`src/rtl/trace_overflow_time_estimator_unit_assert.svh`:
```
// assertion macros for the trace overflow time estimator
`ifndef TRACE_OVERFLOW_TIME_ESTIMATOR_UNIT_ASSERT_SVH
`define TRACE_OVERFLOW_TIME_ESTIMATOR_UNIT_ASSERT_SVH

// same-cycle implication
`define TOE_ASSERT_NOW(lbl, pre, post, msg) \
  lbl: assert property (@(posedge clk_i) disable iff (!rst_ni) (pre) |-> (post)) \
    else $error(msg);

// next-cycle implication
`define TOE_ASSERT_NEXT(lbl, pre, post, msg) \
  lbl: assert property (@(posedge clk_i) disable iff (!rst_ni) (pre) |=> (post)) \
    else $error(msg);

`endif

```
`src/rtl/toe_pkg.sv`:
```
// types, constants and codes shared by the trace overflow time estimator
package toe_pkg;

  localparam int unsigned QUEUE_DEPTH = 16;
  localparam int unsigned TIME_W      = 64;
  localparam int unsigned CNT_W       = $clog2(QUEUE_DEPTH + 1);
  localparam int unsigned IDX_W       = (QUEUE_DEPTH > 1) ? $clog2(QUEUE_DEPTH) : 1;
  localparam int unsigned DIVISOR_W   = $clog2(QUEUE_DEPTH + 2);
  localparam int unsigned DIV_STEPS   = TIME_W;
  localparam int unsigned STEP_W      = $clog2(DIV_STEPS);

  localparam logic [1:0] RANGE_RESET = 2'd3;
  localparam logic [7:0] FIELD_MASK  = 8'hff;

  typedef enum logic [1:0] {
    FUNC_TSC = 2'd0,
    FUNC_MTC = 2'd1,
    FUNC_OVF = 2'd2
  } func_e;

  typedef enum logic [2:0] {
    S_IDLE,
    S_READ,
    S_DIV,
    S_EST,
    S_MARG,
    S_OUT
  } state_e;

  typedef struct packed {
    logic [1:0]        func;
    logic [TIME_W-1:0] tsc_value;
    logic [7:0]        mtc_value;
    logic [1:0]        mtc_range;
    logic [TIME_W-1:0] event_offset;
  } toe_in_t;

  typedef struct packed {
    logic              estimate_valid;
    logic [TIME_W-1:0] overflow_position;
    logic [TIME_W-1:0] estimated_time;
    logic [TIME_W-1:0] time_margin;
    logic              dropped_mtc;
    logic              queue_lost;
    logic              last;
  } toe_out_t;

  typedef struct packed {
    logic busy;
    logic done;
  } div_sts_t;

endpackage

```
`src/rtl/toe_ram.sv`:
```
// generic single-port-write, registered-read memory
module toe_ram #(
  parameter int unsigned WIDTH = 64,
  parameter int unsigned DEPTH = 16,
  localparam int unsigned AW   = (DEPTH > 1) ? $clog2(DEPTH) : 1
) (
  input  logic             clk_i,
  input  logic             we_i,
  input  logic [AW-1:0]    waddr_i,
  input  logic [WIDTH-1:0] wdata_i,
  input  logic             re_i,
  input  logic [AW-1:0]    raddr_i,
  output logic [WIDTH-1:0] rdata_o
);

  logic [WIDTH-1:0] mem_q [DEPTH];
  logic [WIDTH-1:0] rdata_q;

  always_ff @(posedge clk_i) begin
    if (we_i) begin
      mem_q[waddr_i] <= wdata_i;
    end
    if (re_i) begin
      rdata_q <= mem_q[raddr_i];
    end
  end

  assign rdata_o = rdata_q;

endmodule

```
`src/rtl/toe_div.sv`:
```
// bit-serial restoring divider, one quotient bit per cycle
module toe_div (
  input  logic                         clk_i,
  input  logic                         rst_ni,
  input  logic                         start_i,
  input  logic [toe_pkg::TIME_W-1:0]    dividend_i,
  input  logic [toe_pkg::DIVISOR_W-1:0] divisor_i,
  output logic [toe_pkg::TIME_W-1:0]    quotient_o,
  output toe_pkg::div_sts_t             sts_o
);
  import toe_pkg::*;

  logic [TIME_W-1:0]    work_q, work_d;
  logic [DIVISOR_W-1:0] rem_q, rem_d;
  logic [DIVISOR_W-1:0] divisor_q;
  logic [STEP_W-1:0]    step_q, step_d;
  logic                 busy_q, busy_d;
  logic                 done_q, done_d;
  logic [DIVISOR_W:0]   shifted;
  logic [DIVISOR_W:0]   diff;
  logic                 ge;

  always_comb begin
    shifted = {rem_q, work_q[TIME_W-1]};
    diff    = shifted - {1'b0, divisor_q};
    ge      = shifted >= {1'b0, divisor_q};
    work_d  = work_q;
    rem_d   = rem_q;
    step_d  = step_q;
    busy_d  = busy_q;
    done_d  = 1'b0;
    if (start_i) begin
      work_d = dividend_i;
      rem_d  = '0;
      step_d = STEP_W'(DIV_STEPS - 1);
      busy_d = 1'b1;
    end else if (busy_q) begin
      work_d = {work_q[TIME_W-2:0], ge};
      rem_d  = ge ? diff[DIVISOR_W-1:0] : shifted[DIVISOR_W-1:0];
      step_d = step_q - STEP_W'(1);
      if (step_q == '0) begin
        busy_d = 1'b0;
        done_d = 1'b1;
      end
    end
  end

  always_ff @(posedge clk_i or negedge rst_ni) begin
    if (!rst_ni) begin
      busy_q <= 1'b0;
      done_q <= 1'b0;
    end else begin
      busy_q <= busy_d;
      done_q <= done_d;
    end
  end

  always_ff @(posedge clk_i) begin
    work_q <= work_d;
    rem_q  <= rem_d;
    step_q <= step_d;
    if (start_i) begin
      divisor_q <= divisor_i;
    end
  end

  assign quotient_o = work_q;
  assign sts_o      = '{busy: busy_q, done: done_q};

endmodule

```
`src/rtl/trace_overflow_time_estimator_unit.sv`:
```
// top level of the trace overflow time estimator
// timestamp, mtc or overflow request taken only while idle
// overflow request: no result
// timestamp with empty queue: one result, registered in the cycle after the request
// per queued overflow: one result, via read, 64-step serial divide, estimate, margin and output states
// reset: queue empty, previous time 0, mtc range 3, lost flag clear
`include "trace_overflow_time_estimator_unit_assert.svh"

module trace_overflow_time_estimator_unit (
  input  logic              clk_i,
  input  logic              rst_ni,
  input  logic              in_valid_i,
  output logic              in_stall_o,
  input  toe_pkg::toe_in_t  in_data_i,
  output logic              out_valid_o,
  input  logic              out_stall_i,
  output toe_pkg::toe_out_t out_data_o
);
  import toe_pkg::*;

  state_e            state_q, state_d;
  logic [CNT_W-1:0]  count_q, count_d;
  logic [TIME_W-1:0] prev_q, prev_d;
  logic [1:0]        range_q, range_d;
  logic              lost_q, lost_d;
  logic [IDX_W-1:0]  idx_q, idx_d;
  logic [TIME_W-1:0] t_q, t_d;
  logic [TIME_W-1:0] span_q, span_d;
  logic [TIME_W-1:0] prod_q, prod_d;
  logic [TIME_W-1:0] est_q, est_d;
  logic              dropped_q, dropped_d;
  logic              out_valid_q, out_valid_d;
  toe_out_t          out_q, out_d;

  logic              in_take;
  logic              out_take;
  logic [3:0]        mtc_shift;
  logic [3:0]        drop_shift;
  logic [7:0]        prev_field;
  logic [7:0]        new_field;
  logic [TIME_W-1:0] mtc_base;
  logic [TIME_W-1:0] mtc_time;
  logic [TIME_W-1:0] new_time;
  logic [7:0]        field_step;
  logic              drop_new;
  logic [TIME_W-1:0] b_dist;
  logic              ram_we;
  logic              ram_re;
  logic [TIME_W-1:0] ram_rdata;
  logic              div_start;
  logic [TIME_W-1:0] quotient;
  div_sts_t          div_sts;

  assign in_take  = in_valid_i && (state_q == S_IDLE);
  assign out_take = out_valid_q && !out_stall_i;

  // mtc reconstruction against the previous time
  always_comb begin
    mtc_shift  = 4'd7 + {1'b0, in_data_i.mtc_range, 1'b0};
    prev_field = 8'((prev_q >> mtc_shift) & TIME_W'(FIELD_MASK));
    mtc_base   = prev_q;
    if (prev_field > in_data_i.mtc_value) begin
      mtc_base = prev_q + (TIME_W'(9'h100) << mtc_shift);
    end
    mtc_time = (mtc_base & ({TIME_W{1'b1}} << ({1'b0, mtc_shift} + 5'd8)))
             | (TIME_W'(in_data_i.mtc_value) << mtc_shift);
    new_time = (in_data_i.func == FUNC_MTC) ? mtc_time : in_data_i.tsc_value;
  end

  // dropped tick check at the range in force after this request
  always_comb begin
    drop_shift = (in_data_i.func == FUNC_MTC)
               ? 4'd7 + {1'b0, in_data_i.mtc_range, 1'b0}
               : 4'd7 + {1'b0, range_q, 1'b0};
    new_field  = 8'((new_time >> drop_shift) & TIME_W'(FIELD_MASK));
    field_step = new_field - 8'((prev_q >> drop_shift) & TIME_W'(FIELD_MASK));
    drop_new   = field_step > 8'd1;
  end

  always_comb begin
    state_d     = state_q;
    count_d     = count_q;
    prev_d      = prev_q;
    range_d     = range_q;
    lost_d      = lost_q;
    idx_d       = idx_q;
    t_d         = t_q;
    span_d      = span_q;
    prod_d      = prod_q;
    est_d       = est_q;
    dropped_d   = dropped_q;
    out_valid_d = out_valid_q;
    out_d       = out_q;
    ram_we      = 1'b0;
    ram_re      = 1'b0;
    div_start   = 1'b0;
    b_dist      = t_q - est_q;
    case (state_q)
      S_IDLE: begin
        if (in_take) begin
          case (in_data_i.func)
            FUNC_TSC, FUNC_MTC: begin
              if (in_data_i.func == FUNC_MTC) begin
                range_d = in_data_i.mtc_range;
              end
              t_d       = new_time;
              span_d    = new_time - prev_q;
              prod_d    = new_time - prev_q;
              idx_d     = '0;
              dropped_d = drop_new;
              if (count_q == '0) begin
                out_valid_d = 1'b1;
                out_d       = '{estimate_valid: 1'b0, overflow_position: '0,
                                estimated_time: '0, time_margin: '0,
                                dropped_mtc: drop_new, queue_lost: lost_q,
                                last: 1'b1};
                state_d     = S_OUT;
              end else begin
                state_d = S_READ;
              end
            end
            FUNC_OVF: begin
              if (count_q < CNT_W'(QUEUE_DEPTH)) begin
                ram_we  = 1'b1;
                count_d = count_q + CNT_W'(1);
              end else begin
                lost_d = 1'b1;
              end
            end
            default: ;
          endcase
        end
      end
      S_READ: begin
        ram_re    = 1'b1;
        div_start = 1'b1;
        state_d   = S_DIV;
      end
      S_DIV: begin
        if (div_sts.done) begin
          state_d = S_EST;
        end
      end
      S_EST: begin
        est_d   = prev_q + quotient;
        state_d = S_MARG;
      end
      S_MARG: begin
        out_valid_d = 1'b1;
        out_d       = '{estimate_valid: 1'b1, overflow_position: ram_rdata,
                        estimated_time: est_q,
                        time_margin: (quotient > b_dist) ? quotient : b_dist,
                        dropped_mtc: dropped_q, queue_lost: lost_q,
                        last: (CNT_W'(idx_q) + CNT_W'(1)) == count_q};
        state_d     = S_OUT;
      end
      S_OUT: begin
        if (out_take) begin
          out_valid_d = 1'b0;
          if (out_q.last) begin
            count_d = '0;
            lost_d  = 1'b0;
            prev_d  = t_q;
            state_d = S_IDLE;
          end else begin
            idx_d   = idx_q + IDX_W'(1);
            prod_d  = prod_q + span_q;
            state_d = S_READ;
          end
        end
      end
      default: state_d = S_IDLE;
    endcase
  end

  always_ff @(posedge clk_i or negedge rst_ni) begin
    if (!rst_ni) begin
      state_q     <= S_IDLE;
      count_q     <= '0;
      prev_q      <= '0;
      range_q     <= RANGE_RESET;
      lost_q      <= 1'b0;
      out_valid_q <= 1'b0;
    end else begin
      state_q     <= state_d;
      count_q     <= count_d;
      prev_q      <= prev_d;
      range_q     <= range_d;
      lost_q      <= lost_d;
      out_valid_q <= out_valid_d;
    end
  end

  always_ff @(posedge clk_i) begin
    idx_q     <= idx_d;
    t_q       <= t_d;
    span_q    <= span_d;
    prod_q    <= prod_d;
    est_q     <= est_d;
    dropped_q <= dropped_d;
    out_q     <= out_d;
  end

  toe_ram #(
    .WIDTH(TIME_W),
    .DEPTH(QUEUE_DEPTH)
  ) u_queue (
    .clk_i  (clk_i),
    .we_i   (ram_we),
    .waddr_i(count_q[IDX_W-1:0]),
    .wdata_i(in_data_i.event_offset),
    .re_i   (ram_re),
    .raddr_i(idx_q),
    .rdata_o(ram_rdata)
  );

  toe_div u_div (
    .clk_i     (clk_i),
    .rst_ni    (rst_ni),
    .start_i   (div_start),
    .dividend_i(prod_q),
    .divisor_i (DIVISOR_W'(count_q) + DIVISOR_W'(1)),
    .quotient_o(quotient),
    .sts_o     (div_sts)
  );

  assign in_stall_o  = (state_q != S_IDLE);
  assign out_valid_o = out_valid_q;
  assign out_data_o  = out_q;

  `TOE_ASSERT_NOW(a_out_only_in_out, out_valid_q, state_q == S_OUT, "result outside output state")
  `TOE_ASSERT_NOW(a_div_done_in_div, div_sts.done, state_q == S_DIV, "divider done out of step")
  `TOE_ASSERT_NOW(a_idle_div_quiet, state_q == S_IDLE, !div_sts.busy, "divider busy while idle")
  `TOE_ASSERT_NEXT(a_finish_clears, out_take && out_q.last,
                   count_q == '0 && !lost_q && state_q == S_IDLE, "queue not cleared at finish")

endmodule

```
`config.mk`:
```
export PLATFORM = sky130hd
export DESIGN_NAME = trace_overflow_time_estimator_unit
export DESIGN_NICKNAME = d
export VERILOG_FILES = /design/src/rtl/toe_pkg.sv /design/src/rtl/toe_ram.sv /design/src/rtl/toe_div.sv /design/src/rtl/trace_overflow_time_estimator_unit.sv
export VERILOG_INCLUDE_DIRS = /design/src /design/src/rtl
export SDC_FILE = /design/constraint.sdc
export NUM_CORES = 2
export LEC_CHECK = 0
export BUFFER_PORTS_ARGS = -buffer_cell sky130_fd_sc_hd__buf_2
export CAP_MARGIN = 25
export CORE_AREA = 2 2 580 582
export DETAILED_ROUTE_END_ITERATION = 10
export DIE_AREA = 0 0 582 584
export MAX_ROUTING_LAYER = met4
export SKIP_LAST_GASP = 1
export SLEW_MARGIN = 30
export SYNTH_ARGS = -nofsm -noshare
export SYNTH_HDL_FRONTEND = slang
export SYNTH_SLANG_ARGS = --single-unit
```
`constraint.sdc`:
```
create_clock -name clk_i -period 20.2 [get_ports clk_i]
set_clock_uncertainty 0.15 [all_clocks]
set_input_delay 4.04 -clock clk_i [delete_from_list [all_inputs] [get_ports clk_i]]
set_output_delay 4.04 -clock clk_i [all_outputs]
set_load 0.005 [all_outputs]
```
==> run metrics <==
Main synth FF type=sky130_fd_sc_hd__edfxtp_1; kind of start point of the critical path=input port; kind of critical path=in -> reg; reported leakage power=0.0349 uW; cell type with the highest aggregate area in the netlist=sky130_fd_sc_hd__edfxtp_1; DRC errors left=0; Post-Synthesis Cell Area=roughly 83000 um^2; clk sinks=1703; flops & latches, synth=approximately 1700; setup slack of the critical path after layout=9.06 ns; cell with the most instances on the worst path=sky130_fd_sc_hd__o21ai_0; GRT Total Usage=0.148; final setup vio count=0; final critical-path share of the clock period=0.551; Worst Hold Class=reg -> reg; status=finished clean; worst-path cell with the longest stage delay=sky130_fd_sc_hd__a221oi_1; sequential share of the synthesized area=0.609; post-DR vias/cell=about 4.9; post-synthesis cell count=6029; clock tree from TritonCTS=yes; endpoint arrival time on the critical path=between 10 and 15 ns; count of unique library cells instantiated by Yosys=97; Cell Pwr Density=slightly below 90 nW/um^2; Max-slew headroom=0.333; vias in the first global route=52500; CP peak stage delay=about 0.67 ns; met2 GRT Util=0.232; area of placed instances=approximately 90000 um^2; I/O Buffers=341; x dimension of the die=~580 um; final hold violations=0; via count=53500; post-route antenna net violation count=0; most area-consuming cells after synthesis=sky130_fd_sc_hd__edfxtp_1 58%, sky130_fd_sc_hd__mux4_2 9.2%, sky130_fd_sc_hd__ha_1 5.4%; effective utilization at floorplan=0.250; EDFF count, synth=1614; total wirelength of the detailed-routed design=253000 um; number of pins with negative max-slew slack in the final report=0; met3 capacity usage during global routing=0.0306; vertical die dimension=584 um; critical path data required time=20.64 ns; Overall Power=just over 8000 uW; share of layout cells above drive strength 1=0.177; largest voltage drop on the vdd net=about 66 uV; largest fanout on the critical path=33; most frequent cell after synthesis=sky130_fd_sc_hd__edfxtp_1; total number of placement rows=about 210; number of H-tree levels=4; minimum setup slack after placement=~8.4 ns; count of cells resized by post-cts repair=0; GR met1 Demand/Resource=0.198; area of the core region=333000 um^2; syn_nets=between 6000 and 7000; Final Core Density=0.288; iteration count of the initial detailed-routing pass=6; clock slew at reported path FFs=0.06 ns; first-pass GRT wire length=roughly 360000 um; number of buffers created by CTS=between 150 and 200; post-layout net count=between 6000 and 7000; kind of end point of the critical path=flop; wire length per cell=23.2 um; async set-or-reset flop fraction in the synthesized netlist=0.0458; filler cell count in the final layout=~33000; total I/O pin count=342; setup repair after global routing missed its margin=false; total congestion overflow=0; fin crit period=11.14 ns; post-CTS setup buffer count=0; DR iter-0 viols=about 5500; detailed-placement wirelength estimate=roughly 170000 um; clock root buffer master=sky130_fd_sc_hd__clkbuf_16; clock latency on the worst-skew pair=0.84 ns; sum of negative setup slack=0 ns; buffer depth of the longest clock path=4; Max Cap Violations=0; Max Fclk=approximately 0.09 GHz; family of cells with the greatest summed delay on the critical path=compound AO/OA/AOI/OAI gates; largest net degree at the start of global routing=145; most numerous cell types in the synthesized netlist=1614 x sky130_fd_sc_hd__edfxtp_1, 532 x sky130_fd_sc_hd__nand2_1, 400 x sky130_fd_sc_hd__o21ai_0, 360 x sky130_fd_sc_hd__ha_1, 341 x sky130_fd_sc_hd__mux4_2; Final GP Congestion=between 0.9 and 1; buffer and inverter count on the worst path=3; count of yosys warnings during synthesis=0; Yosys top cell area share=0.583; Post-Synthesis Mean Instance Area=roughly 14 um^2; global-route layer with the greatest usage=met2; area of the die=between 300000 and 400000 um^2; slew at the pin closest to its max-slew limit=a little under 1 ns; post-route cell area=~96000 um^2; initial antenna violation count=56; area growth from synthesis to final layout=15.4%; post-cts hold buffer count=0
==> metrics by stage <==
| step | cells | hold slack [ns] |
|---|---|---|
| 5_1_grt | 10900 | 0.311 |
| 3_3_place_gp | 10500 | 0.292 |
| 4_1_cts | 10900 | 0.304 |
| 3_5_place_dp | 10500 | 0.290 |
| 6_report | 10900 | 0.301 |
| 2_1_floorplan | 6029 | 0.276 |
==> cell usage in the layout, fill, tap and decap left out, drive strengths merged, types with 70 or more instances in the layout <==
| cell | instances |
|---|---|
| a21o | 170 |
| a21oi | 342 |
| and3 | 99 |
| buf | 414 |
| clkbuf | 223 |
| clkinv | 72 |
| dfrtp | 76 |
| edfxtp | 1614 |
| ha | 360 |
| inv | 285 |
| mux4 | 341 |
| nand2 | 534 |
| nand3 | 85 |
| nand4 | 70 |
| nor2 | 311 |
| o21ai | 414 |
| xnor2 | 197 |
| xor2 | 116 |
==> where the power goes <==
part	switching, uW	total [uW]	internal (uW)
Sequential	68.3	4030	3970
Clock	1420	3300	1880
Combinational	595	969	374
==> metal layers <==
layer	wire [um]	part of all wire	vias up
met5	0	0	-
met4	5390	0.021	0
met3	20100	0.079	383
met2	117000	0.46	2158
met1	110000	0.44	27200
li1	-	-	23700
==> state kept, by name, indices dropped and copies added (netlist names) <==
signal / count
dropped_q: 1
t_q: 64
prev_q: 64
range_q: 2
u_div.quotient_o: 64
span_q: 64
est_q: 64
u_div.divisor_q: 5
out_data_o: 196
idx_q: 4
count_q: 5
state_q: 3
u_div.busy_q: 1
lost_q: 1
out_valid_o: 1
u_queue.mem_q: 1024
u_div.rem_q: 5
u_div.done_q: 1
u_queue.rdata_o: 64
u_div.step_q: 6
prod_q: 64
==> logic make-up after synthesis <==
| family | Yosys count | share of synthesized area |
|---|---|---|
| AOI/OAI and AO/OA | 1284 | 0.0958 |
| and+or+nand+nor | 1367 | 0.0767 |
| muxes | 430 | 0.104 |
| buffers and inverters | 566 | 0.0259 |
| xor gates and xnor gates | 313 | 0.0330 |
| adders and majority gates | 366 | 0.0556 |
| DFF | 1703 | 0.609 |
==> layout make-up <==
class | instances | area [um^2] | share of cell area
clock inverters | 100 | 955 | 0.00995
diodes | 37 | 92.6 | 0.000965
clock buffers | 223 | 4770 | 0.0497
flip-flops and latches | 1703 | 50600 | 0.528
repair buffers | 414 | 2420 | 0.0253
inverters | 280 | 1060 | 0.0110
well taps | 4387 | 5490 | 0.0572
multi-input cells | 3760 | 30500 | 0.318
==> final timing paths <==
path                               start             end  slack, ns  cells after the start
min in group asynchronous         rst_ni      prev_q[20]       3.11                      1
setup / recovery           in_data_i[64]      prod_q[61]       9.06                     29
hold / removal                    lost_q   out_data_o[1]       0.30                      0
max in group asynchronous         rst_ni      prev_q[56]      15.63                      2
setup reg to reg                est_q[0]  out_data_o[13]      11.25                     27
hold reg to reg                   lost_q   out_data_o[1]       0.30                      0
No activity file was read; power rests on OpenSTA's default activity.
